`config.mk`:
```
export PLATFORM = sky130hd
export DESIGN_NAME = button_debounce_hold_repeat_unit
export DESIGN_NICKNAME = d
export VERILOG_FILES = /design/src/sv/bdhr_pkg.sv /design/src/sv/bdhr_cfg_regs.sv /design/src/sv/bdhr_button.sv /design/src/sv/bdhr_result_reg.sv /design/src/sv/button_debounce_hold_repeat_unit.sv
export VERILOG_INCLUDE_DIRS = /design/src /design/src/sv
export SDC_FILE = /design/constraint.sdc
export NUM_CORES = 1
export LEC_CHECK = 0
export ABC_AREA = 1
export BUFFER_PORTS_ARGS = -buffer_cell sky130_fd_sc_hd__buf_2
export CORE_ASPECT_RATIO = 2
export CORE_MARGIN = 2
export CORE_UTILIZATION = 35
export DETAILED_ROUTE_END_ITERATION = 8
export GPL_TIMING_DRIVEN = 0
export PLACE_DENSITY = 0.5
export SYNTH_ARGS = -nofsm -noshare
export SYNTH_HDL_FRONTEND = slang
export SYNTH_SLANG_ARGS = --single-unit
```
`constraint.sdc`:
```
create_clock -name clk -period 7.7 [get_ports clk]
set_input_delay 1.155 -clock clk [delete_from_list [all_inputs] [get_ports clk]]
set_output_delay 1.155 -clock clk [all_outputs]
set_load 0.005 [all_outputs]
```
`src/sv/button_debounce_hold_repeat_unit_macros.svh`:
```
// Assertion macros shared by the button debounce/hold/repeat RTL.
// Depends on a clk and an active-low rst_n in the scope of each use.
`ifndef BUTTON_DEBOUNCE_HOLD_REPEAT_UNIT_MACROS_SVH
`define BUTTON_DEBOUNCE_HOLD_REPEAT_UNIT_MACROS_SVH

// Same-cycle implication, checked out of reset.
`define BDHR_ASSERT_NOW(label, ante, cons, msg) \
    label: assert property (@(posedge clk) disable iff (!rst_n) (ante) |-> (cons)) \
        else $error(msg);

// Next-cycle implication, checked out of reset.
`define BDHR_ASSERT_NEXT(label, ante, cons, msg) \
    label: assert property (@(posedge clk) disable iff (!rst_n) (ante) |=> (cons)) \
        else $error(msg);

`endif

```
`src/sv/bdhr_pkg.sv`:
```
// Shared types and constants for the button debounce/hold/repeat unit.
// No dependencies.
package bdhr_pkg;

    localparam int NUM_BUTTONS = 3;
    localparam int FIELD_W     = 3;
    localparam int COUNT_W     = 8;
    localparam int DEB_W       = 6;
    localparam int HOLD_W      = 7;
    localparam int RPT_W       = 7;
    localparam int CFG_DATA_W  = 7;
    localparam int CFG_IDX_W   = 2;

    localparam logic [CFG_IDX_W-1:0] REG_DEBOUNCE = 2'd0;
    localparam logic [CFG_IDX_W-1:0] REG_HOLD     = 2'd1;
    localparam logic [CFG_IDX_W-1:0] REG_REPEAT   = 2'd2;

    localparam logic [DEB_W-1:0]   DEBOUNCE_RST = 6'd5;
    localparam logic [HOLD_W-1:0]  HOLD_RST     = 7'd100;
    localparam logic [RPT_W-1:0]   REPEAT_RST   = 7'd25;
    localparam logic [COUNT_W-1:0] WRAP_RST     = 8'd125;

    typedef struct packed {
        logic [DEB_W-1:0]   debounce_ticks;
        logic [HOLD_W-1:0]  hold_ticks;
        logic [COUNT_W-1:0] wrap_at;
    } cfg_t;

    typedef struct packed {
        logic press_ev;
        logic rel_ev;
        logic hold_ev;
    } btn_ev_t;

    typedef struct packed {
        logic [FIELD_W-1:0] press;
        logic [FIELD_W-1:0] rel;
        logic [FIELD_W-1:0] hold;
    } events_t;

endpackage

```
`src/sv/bdhr_cfg_regs.sv`:
```
// Configuration registers: debounce, hold and repeat tick counts.
// Also keeps hold + repeat precomputed. Depends on bdhr_pkg.
module bdhr_cfg_regs (
    input  logic                               clk,
    input  logic                               rst_n,
    input  logic                               cfg_we,
    input  logic [bdhr_pkg::CFG_IDX_W-1:0]     cfg_index,
    input  logic [bdhr_pkg::CFG_DATA_W-1:0]    cfg_data,
    output bdhr_pkg::cfg_t                     cfg
);
    import bdhr_pkg::*;

    logic [DEB_W-1:0]   debounce_reg, debounce_next;
    logic [HOLD_W-1:0]  hold_reg, hold_next;
    logic [RPT_W-1:0]   repeat_reg, repeat_next;
    logic [COUNT_W-1:0] wrap_reg, wrap_next;

    always_comb
    begin
        debounce_next = debounce_reg;
        hold_next     = hold_reg;
        repeat_next   = repeat_reg;
        if (cfg_we)
        begin
            case (cfg_index)
                REG_DEBOUNCE: debounce_next = cfg_data[DEB_W-1:0];
                REG_HOLD:     hold_next     = cfg_data[HOLD_W-1:0];
                REG_REPEAT:   repeat_next   = cfg_data[RPT_W-1:0];
                default:      ; // unmapped index, ignored
            endcase
        end
        wrap_next = COUNT_W'(hold_next) + COUNT_W'(repeat_next);
    end

    always_ff @(posedge clk or negedge rst_n)
    begin
        if (!rst_n)
        begin
            debounce_reg <= DEBOUNCE_RST;
            hold_reg     <= HOLD_RST;
            repeat_reg   <= REPEAT_RST;
            wrap_reg     <= WRAP_RST;
        end
        else
        begin
            debounce_reg <= debounce_next;
            hold_reg     <= hold_next;
            repeat_reg   <= repeat_next;
            wrap_reg     <= wrap_next;
        end
    end

    assign cfg.debounce_ticks = debounce_reg;
    assign cfg.hold_ticks     = hold_reg;
    assign cfg.wrap_at        = wrap_reg;

endmodule

```
`src/sv/bdhr_button.sv`:
```
// One button: press counter with press, short-release and hold/repeat events.
// Depends on bdhr_pkg and the assertion macro header.
`include "button_debounce_hold_repeat_unit_macros.svh"

module bdhr_button (
    input  logic              clk,
    input  logic              rst_n,
    input  logic              advance,
    input  logic              pressed,
    input  bdhr_pkg::cfg_t    cfg,
    output bdhr_pkg::btn_ev_t ev
);
    import bdhr_pkg::*;

    logic [COUNT_W-1:0] count_reg, count_next;
    logic [COUNT_W-1:0] count_inc;
    logic               in_debounce;

    // events are judged on the count before this tick's update
    assign in_debounce = (count_reg != '0) && (count_reg < COUNT_W'(cfg.debounce_ticks));
    assign ev.press_ev = pressed && (count_reg == '0);
    assign ev.rel_ev   = !pressed && (count_reg >= COUNT_W'(cfg.debounce_ticks))
                         && (count_reg < COUNT_W'(cfg.hold_ticks));
    assign ev.hold_ev  = pressed && (count_reg == COUNT_W'(cfg.hold_ticks));

    always_comb
    begin
        count_inc = (pressed || in_debounce) ? count_reg + 1'b1 : '0;
        if (count_inc >= cfg.wrap_at)
            count_next = COUNT_W'(cfg.hold_ticks);
        else
            count_next = count_inc;
    end

    always_ff @(posedge clk or negedge rst_n)
    begin
        if (!rst_n)
            count_reg <= '0;
        else if (advance)
            count_reg <= count_next;
    end

    `BDHR_ASSERT_NEXT(a_count_holds_idle, !advance, $stable(count_reg),
                      "count moved without a tick")
    `BDHR_ASSERT_NOW(a_press_rel_excl, 1'b1, !(ev.press_ev && ev.rel_ev),
                     "press and release together")
    `BDHR_ASSERT_NEXT(a_release_clears,
                      advance && ev.rel_ev && (cfg.wrap_at != '0),
                      count_reg == '0, "release did not clear count")

endmodule

```
`src/sv/bdhr_result_reg.sv`:
```
// Result register between the event logic and the output channel.
// Depends on bdhr_pkg and the assertion macro header.
`include "button_debounce_hold_repeat_unit_macros.svh"

module bdhr_result_reg (
    input  logic              clk,
    input  logic              rst_n,
    input  logic              load,
    input  bdhr_pkg::events_t ev_in,
    input  logic              out_stall,
    output logic              out_valid,
    output logic              busy,
    output bdhr_pkg::events_t ev_out
);
    import bdhr_pkg::*;

    logic    valid_reg;
    events_t ev_reg;

    // full and stalled: the input side must wait
    assign busy = valid_reg && out_stall;

    always_ff @(posedge clk or negedge rst_n)
    begin
        if (!rst_n)
            valid_reg <= 1'b0;
        else if (load)
            valid_reg <= 1'b1;
        else if (!out_stall)
            valid_reg <= 1'b0;
    end

    always_ff @(posedge clk)
    begin
        if (load)
            ev_reg <= ev_in;
    end

    assign out_valid = valid_reg;
    assign ev_out    = ev_reg;

    `BDHR_ASSERT_NEXT(a_load_valid, load, valid_reg, "loaded result not presented")
    `BDHR_ASSERT_NEXT(a_drain, valid_reg && !out_stall && !load, !valid_reg,
                      "taken result repeated")
    `BDHR_ASSERT_NOW(a_no_overwrite, busy, !load, "pending result overwritten")

endmodule

```
`src/sv/button_debounce_hold_repeat_unit.sv`:
```
// Three-button debounce with press, short-release and hold/repeat events.
// One tick per input transfer, one result transfer per tick, one transfer per
// cycle sustained. Each tick updates one 8-bit press counter per button and
// registers the press, release and hold event bits into a result register; the
// path is a counter increment, a compare against hold + repeat and the event
// compares. Events are judged on the counter from before the tick. A press
// fires on the first pressed tick; a release fires when the button is let go
// with the count in [debounce, hold); a hold fires at count == hold and, as the
// counter wraps from hold + repeat back to hold, every repeat ticks after.
// Bounce during the first debounce ticks is ignored. The result register takes
// a new tick while the previous result is taken in the same cycle, so input
// stall is raised only when the result is held by output stall. Configuration
// (debounce, hold, repeat at indices 0, 1, 2) must be written only when idle;
// unchecked. Depends on bdhr_pkg, bdhr_cfg_regs, bdhr_button, bdhr_result_reg.
module button_debounce_hold_repeat_unit (
    input  logic                            clk,
    input  logic                            rst_n,
    // configuration write port
    input  logic                            cfg_we,
    input  logic [bdhr_pkg::CFG_IDX_W-1:0]  cfg_index,
    input  logic [bdhr_pkg::CFG_DATA_W-1:0] cfg_data,
    // input channel: one tick per transfer
    input  logic                            in_valid,
    output logic                            in_stall,
    input  logic [bdhr_pkg::FIELD_W-1:0]    pin_levels,
    // output channel: one result per tick
    output logic                            out_valid,
    input  logic                            out_stall,
    output logic [bdhr_pkg::FIELD_W-1:0]    press_events,
    output logic [bdhr_pkg::FIELD_W-1:0]    release_events,
    output logic [bdhr_pkg::FIELD_W-1:0]    hold_events
);
    import bdhr_pkg::*;

    cfg_t                   cfg;
    logic                   tick;
    logic [NUM_BUTTONS-1:0] pressed;
    btn_ev_t                btn_ev [NUM_BUTTONS];
    events_t                ev_comb;
    events_t                ev_out;

    assign tick = in_valid && !in_stall;

    bdhr_cfg_regs u_cfg (
        .clk       (clk),
        .rst_n     (rst_n),
        .cfg_we    (cfg_we),
        .cfg_index (cfg_index),
        .cfg_data  (cfg_data),
        .cfg       (cfg)
    );

    // pins are active low; buttons beyond the pin field read as pressed
    for (genvar i = 0; i < NUM_BUTTONS; i++)
    begin : g_btn
        if (i < FIELD_W)
        begin : g_pin
            assign pressed[i] = !pin_levels[i];
        end
        else
        begin : g_nopin
            assign pressed[i] = 1'b1;
        end

        bdhr_button u_btn (
            .clk     (clk),
            .rst_n   (rst_n),
            .advance (tick),
            .pressed (pressed[i]),
            .cfg     (cfg),
            .ev      (btn_ev[i])
        );
    end

    // gather event bits; buttons beyond the field width are dropped
    always_comb
    begin
        ev_comb = '0;
        for (int i = 0; i < NUM_BUTTONS; i++)
        begin
            if (i < FIELD_W)
            begin
                ev_comb.press[i] = btn_ev[i].press_ev;
                ev_comb.rel[i]   = btn_ev[i].rel_ev;
                ev_comb.hold[i]  = btn_ev[i].hold_ev;
            end
        end
    end

    bdhr_result_reg u_res (
        .clk       (clk),
        .rst_n     (rst_n),
        .load      (tick),
        .ev_in     (ev_comb),
        .out_stall (out_stall),
        .out_valid (out_valid),
        .busy      (in_stall),
        .ev_out    (ev_out)
    );

    assign press_events   = ev_out.press;
    assign release_events = ev_out.rel;
    assign hold_events    = ev_out.hold;

endmodule
```
Word level (Yosys, flattened, before mapping) --
Cells that the tools add are included.
Storage, ports and cells: input bits 17, bits in latches 0, memory bits (writable) 0, word-level logic and storage cells 77, memories 0, bits in registers 62, output and inout bits 11, memory bits (read-only) 0
Operators by class: div/mod/pow operators 0, reductions and logical operators 32, shifts and indexed selects 0, mux-type cells 12, bitwise gates (word level) 0, multipliers 0, add/subtract/negate cells 4, eq/ne operators 6, magnitude comparators 12
Operator list (count):
- two-way mux 8 bit | 6
- two-way mux 7 bit | 4
- adder 8 x 1 -> 8 bit, second input constant | 3
- equality test 8 x 7 -> 1 bit | 3
- >= comparator 8 x 6 -> 1 bit | 3
- >= comparator 8 bit | 3
- logical NOT 8 bit | 3
- < comparator 8 x 6 -> 1 bit | 3
- < comparator 8 x 7 -> 1 bit | 3
- nonzero test 8 bit | 3
- logical AND 1 bit | 17
- adder 7 x 7 -> 8 bit | 1
- logical NOT 1 bit | 4
- logical OR 1 bit | 3
- equality test 2 x 1 -> 1 bit, second input constant | 1
- equality test 2 bit, second input constant | 1
- logical NOT 2 bit | 1
- two-way mux 1 bit | 2
- != test 2 x 1 -> 1 bit, second input constant | 1
- AND reduction 2 bit | 1

Logic depth before layout (Yosys ltp) --
depth after elaboration 6, gate-level depth with buffers 23, mapped depth without buffers 23

Modules after synthesis --
Synthesis repeated with hierarchy kept, for this count alone.
Second synthesis, totals: cells, all modules 733, area, all modules 5278.8 sq um
By module, submodules not included:
- bdhr_cfg_regs | seq. area each 718.2 sq um, times used 1, area an instance 1340.0 sq um, cells each 142
- bdhr_button (g_btn[2].u_btn) | seq. area each 200.2 sq um, times used 1, area an instance 1209.9 sq um, cells each 192
- bdhr_button (g_btn[1].u_btn) | seq. area each 200.2 sq um, times used 1, area an instance 1202.4 sq um, cells each 188
- bdhr_button (g_btn[0].u_btn) | seq. area each 200.2 sq um, times used 1, area an instance 1194.9 sq um, cells each 192
- bdhr_result_reg | seq. area each 295.3 sq um, times used 1, area an instance 310.3 sq um, cells each 14
- button_debounce_hold_repeat_unit | seq. area each 0.0 sq um, times used 1, area an instance 21.3 sq um, cells each 5

Worst setup path before layout --
OpenSTA, ideal clock, no wires.
kind input-to-reg, start input port cfg_index[0] in the netlist's numbering, end register u_cfg.wrap_reg[6], path buffers 1, path slack 4.704 ns, library setup time 0.075 ns, arrival 2.921 ns, data required time 7.625 ns, stages 11, path through inv_1 -> nand3_1 -> clkbuf_1 -> o21ai_0 -> ha_1 -> inv_1 -> fa_1 -> o21ai_1 -> a21oi_1 -> o21bai_1 -> xor2_1
On the way: word-level cells in the longest chain between the ends 4, elaborated cells between the ends (all ways) 7, those cells by class add/sub (1); eq/ne (2); mux (4)
RTL lines:
- start, declared | line button_debounce_hold_repeat_unit.sv:20 | input logic [bdhr_pkg::CFG_IDX_W-1:0] cfg_index,
- equality test 2 bit | line bdhr_cfg_regs.sv:25 | case (cfg_index)
- two-way mux 7 bit | line bdhr_cfg_regs.sv:25
- two-way mux 7 bit | line bdhr_cfg_regs.sv:23 | if (cfg_we)
- net u_cfg.repeat_next[0] | line bdhr_cfg_regs.sv:15 | logic [RPT_W-1:0] repeat_reg, repeat_next;
- adder 7 x 7 -> 8 bit | line bdhr_cfg_regs.sv:32 | wrap_next = COUNT_W'(hold_next) + COUNT_W'(repeat_next);
- net u_cfg.wrap_next[6] | line bdhr_cfg_regs.sv:16 | logic [COUNT_W-1:0] wrap_reg, wrap_next;
- end signal, assigned | line bdhr_cfg_regs.sv:49 | wrap_reg <= wrap_next;
- end, declared | line bdhr_cfg_regs.sv:16
The timed path passes the listed nets, and every way through them passes these cells. A chain may end at the register's enable or synchronous reset.

Final worst setup path --
start input port cfg_index[1] in the netlist's numbering, end register u_cfg.wrap_reg[6]
On the way: word-level cells in the longest chain between the ends 4, elaborated cells between the ends (all ways) 7, those cells by class add/sub (1); eq/ne (2); mux (4)
RTL lines:
- equality test 2 x 1 -> 1 bit | line bdhr_cfg_regs.sv:25
- two-way mux 7 bit | line bdhr_cfg_regs.sv:25
- two-way mux 7 bit | line bdhr_cfg_regs.sv:23
- net u_cfg.hold_next[0] | line bdhr_cfg_regs.sv:14 | logic [HOLD_W-1:0] hold_reg, hold_next;
- adder 7 x 7 -> 8 bit | line bdhr_cfg_regs.sv:32
- net u_cfg.wrap_next[6] | line bdhr_cfg_regs.sv:16
The timed path passes the listed nets, and every way through them passes these cells.

==> metrics.csv <==
metric,value,unit
status,finished clean,
final_nets,784,
grt_use_total,19.3,%
asyncSetResetFlopFracSynth,85.5,%
post_cts_buffers,0,
clk_path_buf_depth,2,
path_clk_slew,0.06,ns
post-place-ws,4.13,ns
syn_nets,746,
cap_violations,0,
synth_edf_count,9,
use_met2,34.4,%
maxSlewHeadroom,30.1,%
ioPinCount,28,
setup_slack,4.52,ns
endpoint_kind,register,
grt_util_met1,20.6,%
drtIter0Drc,239,
vias_per_cell,4.82,
finClkSkew,0.00804,ns
setup_violations,0,
crit_fanout,10,
cts_tree,built,
synth_area,0.00498,mm²
slew_viol_final,0,
drive_above_1_share,13.7,%
vias,4264,
antenna_found_initial,0,
tns,0,ns
clk_latency,0.34,ns
die_height,173,µm
postSynthAreaPerCell,7.63,µm²
period_needed,3.18,ns
required,7.97,ns
grt_max_degree,54,
wl,13900,µm
fp-row-count,61,
grt-busiest-layer,met2,
die_x,88.3,µm
total_power,0.00218,W
timing.final.crit_share,41.3,%
cts_resized,0,
synthFlopType,dfrtp_1,
dieArea,0.0152,mm²
arrival,3.45,ns
fin_area,0.00567,mm²
yosys_warnings,0,
hp-class,reg -> reg,
gp_congestion,0.837,
drt_pass1_iterations,4,
drc,0,
ys_types,34,
yosysSeqAreaShare,32.4,%
grt_pass1_wl,22000,µm
crit_type,in -> reg,
hold_viol,0,
final_util,40.8,%
buffer_ports.inserted,27,
avgRoutedWirePerCell,15.7,µm
fmax,314,MHz
dp_hpwl,10800,µm
initial_utilization,35.8,%
worstMarginPinSlew,1.04,ns
use_met3,3.10,%
leakagePower,3.21,nW
numCtsBuffers,9,
htree_num_levels,3,
core_area,0.0139,mm²
placed_area,0.00535,mm²
peakVddDrop,0.000162,V
grt_remaining_overflow,0,
root_buffer,clkbuf_16,
rsz0062_at_grt,no,
area_delta_synth_final,14.0,%
synth_seq_cells,62,
cts_hold_buffers,0,
cellPowerDensity,384,mW/mm²
antenna_cells,0,
grt_pass1_vias,4406,
ant_nets,0,
largest_register_ffs,24,
synthCells,652,
cts.sinks,62,
worst_setup_path_start_kind,input pin,
placed cells by master (no fill, tap or decap), drive strengths merged, types with 3 or more instances in the layout:
| master | n |
|---|---|
| clkbuf | 15 |
| nand4 | 15 |
| o21ai | 24 |
| nor2 | 34 |
| dfrtp | 39 |
| nand3 | 17 |
| nor3 | 6 |
| o21a | 5 |
| ha | 76 |
| dfstp | 14 |
| edfxtp | 9 |
| xnor2 | 3 |
| o21bai | 4 |
| nand2 | 209 |
| nor4 | 3 |
| buf | 31 |
| xor2 | 16 |
| nor3b | 4 |
| inv | 114 |
| a21oi | 50 |
layer usage:
layer  up-vias  wire length [µm]
li1       2169                 -
met1      1958              5170
met2       106              7520
met3        31               442
met4         0               740
met5         -                 0
worst paths after layout:
path | cells past startpoint | from | to | slack, ns
worst max-delay path | 12 | cfg_index[1] | u_cfg.wrap_reg[6]$_DFF_PN1_ | 4.52
worst min-delay path | 2 | u_res.out_valid$_DFFE_PN0P_ | u_res.out_valid$_DFFE_PN0P_ | 0.48
worst max register to register | 22 | u_cfg.debounce_reg[2]$_DFFE_PN1P_ | g_btn[2].u_btn.count_reg[0]$_DFFE_PN0P_ | 4.70
worst min register to register | 2 | u_res.out_valid$_DFFE_PN0P_ | u_res.out_valid$_DFFE_PN0P_ | 0.48
max in group asynchronous | 1 | rst_n | g_btn[2].u_btn.count_reg[0]$_DFFE_PN0P_ | 6.36
min in group asynchronous | 1 | rst_n | u_cfg.repeat_reg[5]$_DFF_PN0_ | 0.87
critical path, cell delays in order:
cell and delay (ns):
buf_2 0.11, inv_1 0.06, nand3_1 0.20, clkbuf_1 0.29, o21ai_0 0.27, ha_1 0.23, inv_1 0.06, fa_1 0.39
o21ai_1 0.23, a21oi_1 0.10, o21bai_1 0.17, xor2_1 0.17
per-stage QoR:
step           cells  hold WS [ns]
2_1_floorplan    652         0.453
3_3_place_gp     868         0.463
3_5_place_dp     868         0.467
4_1_cts          884         0.480
5_1_grt          884         0.520
6_report         884         0.478
power by group:
group,internal (W),leakage [nW],switching (W)
combinational,0.000434,2.32,0.000749
clock,0.000275,0.160,0.000164
sequential,0.000443,0.726,0.000112
total,0.00115,3.21,0.00102
kinds of logic after synthesis:
family	count (synthesis)	share of synthesized area (%)
simple gates	289	26.3
buf+inv	119	9.08
compound gates	86	9.33
fa+ha+maj	77	19.5
flops	62	32.4
xor+xnor	19	3.34
cells in the mapped netlist, types with 6 or more instances:
master,instances,area share (%)
a21oi_1,50,5.0
dfrtp_1,39,20
dfstp_2,14,7.4
edfxtp_1,9,5.4
ha_1,76,19
inv_1,103,7.8
inv_2,7,0.53
nand2_1,200,15
nand2_2,6,0.75
nand3_1,8,0.80
nand3_2,9,1.8
nand4_1,14,1.8
nor2_1,29,2.2
nor3_1,6,0.60
o21ai_0,23,2.3
xor2_1,16,2.8
layout make-up:
cell class	count	area, µm²
Clock inverter	6	73.8
Multi-Input combinational cell	471	2910
Clock buffer	10	250
Tap cell	189	236
Sequential cell	62	1610
Buffer	9	38.8
Timing Repair Buffer	27	138
Inverter	110	413
Fill cell	1486	8220
(Power assumes the default switching activity.)
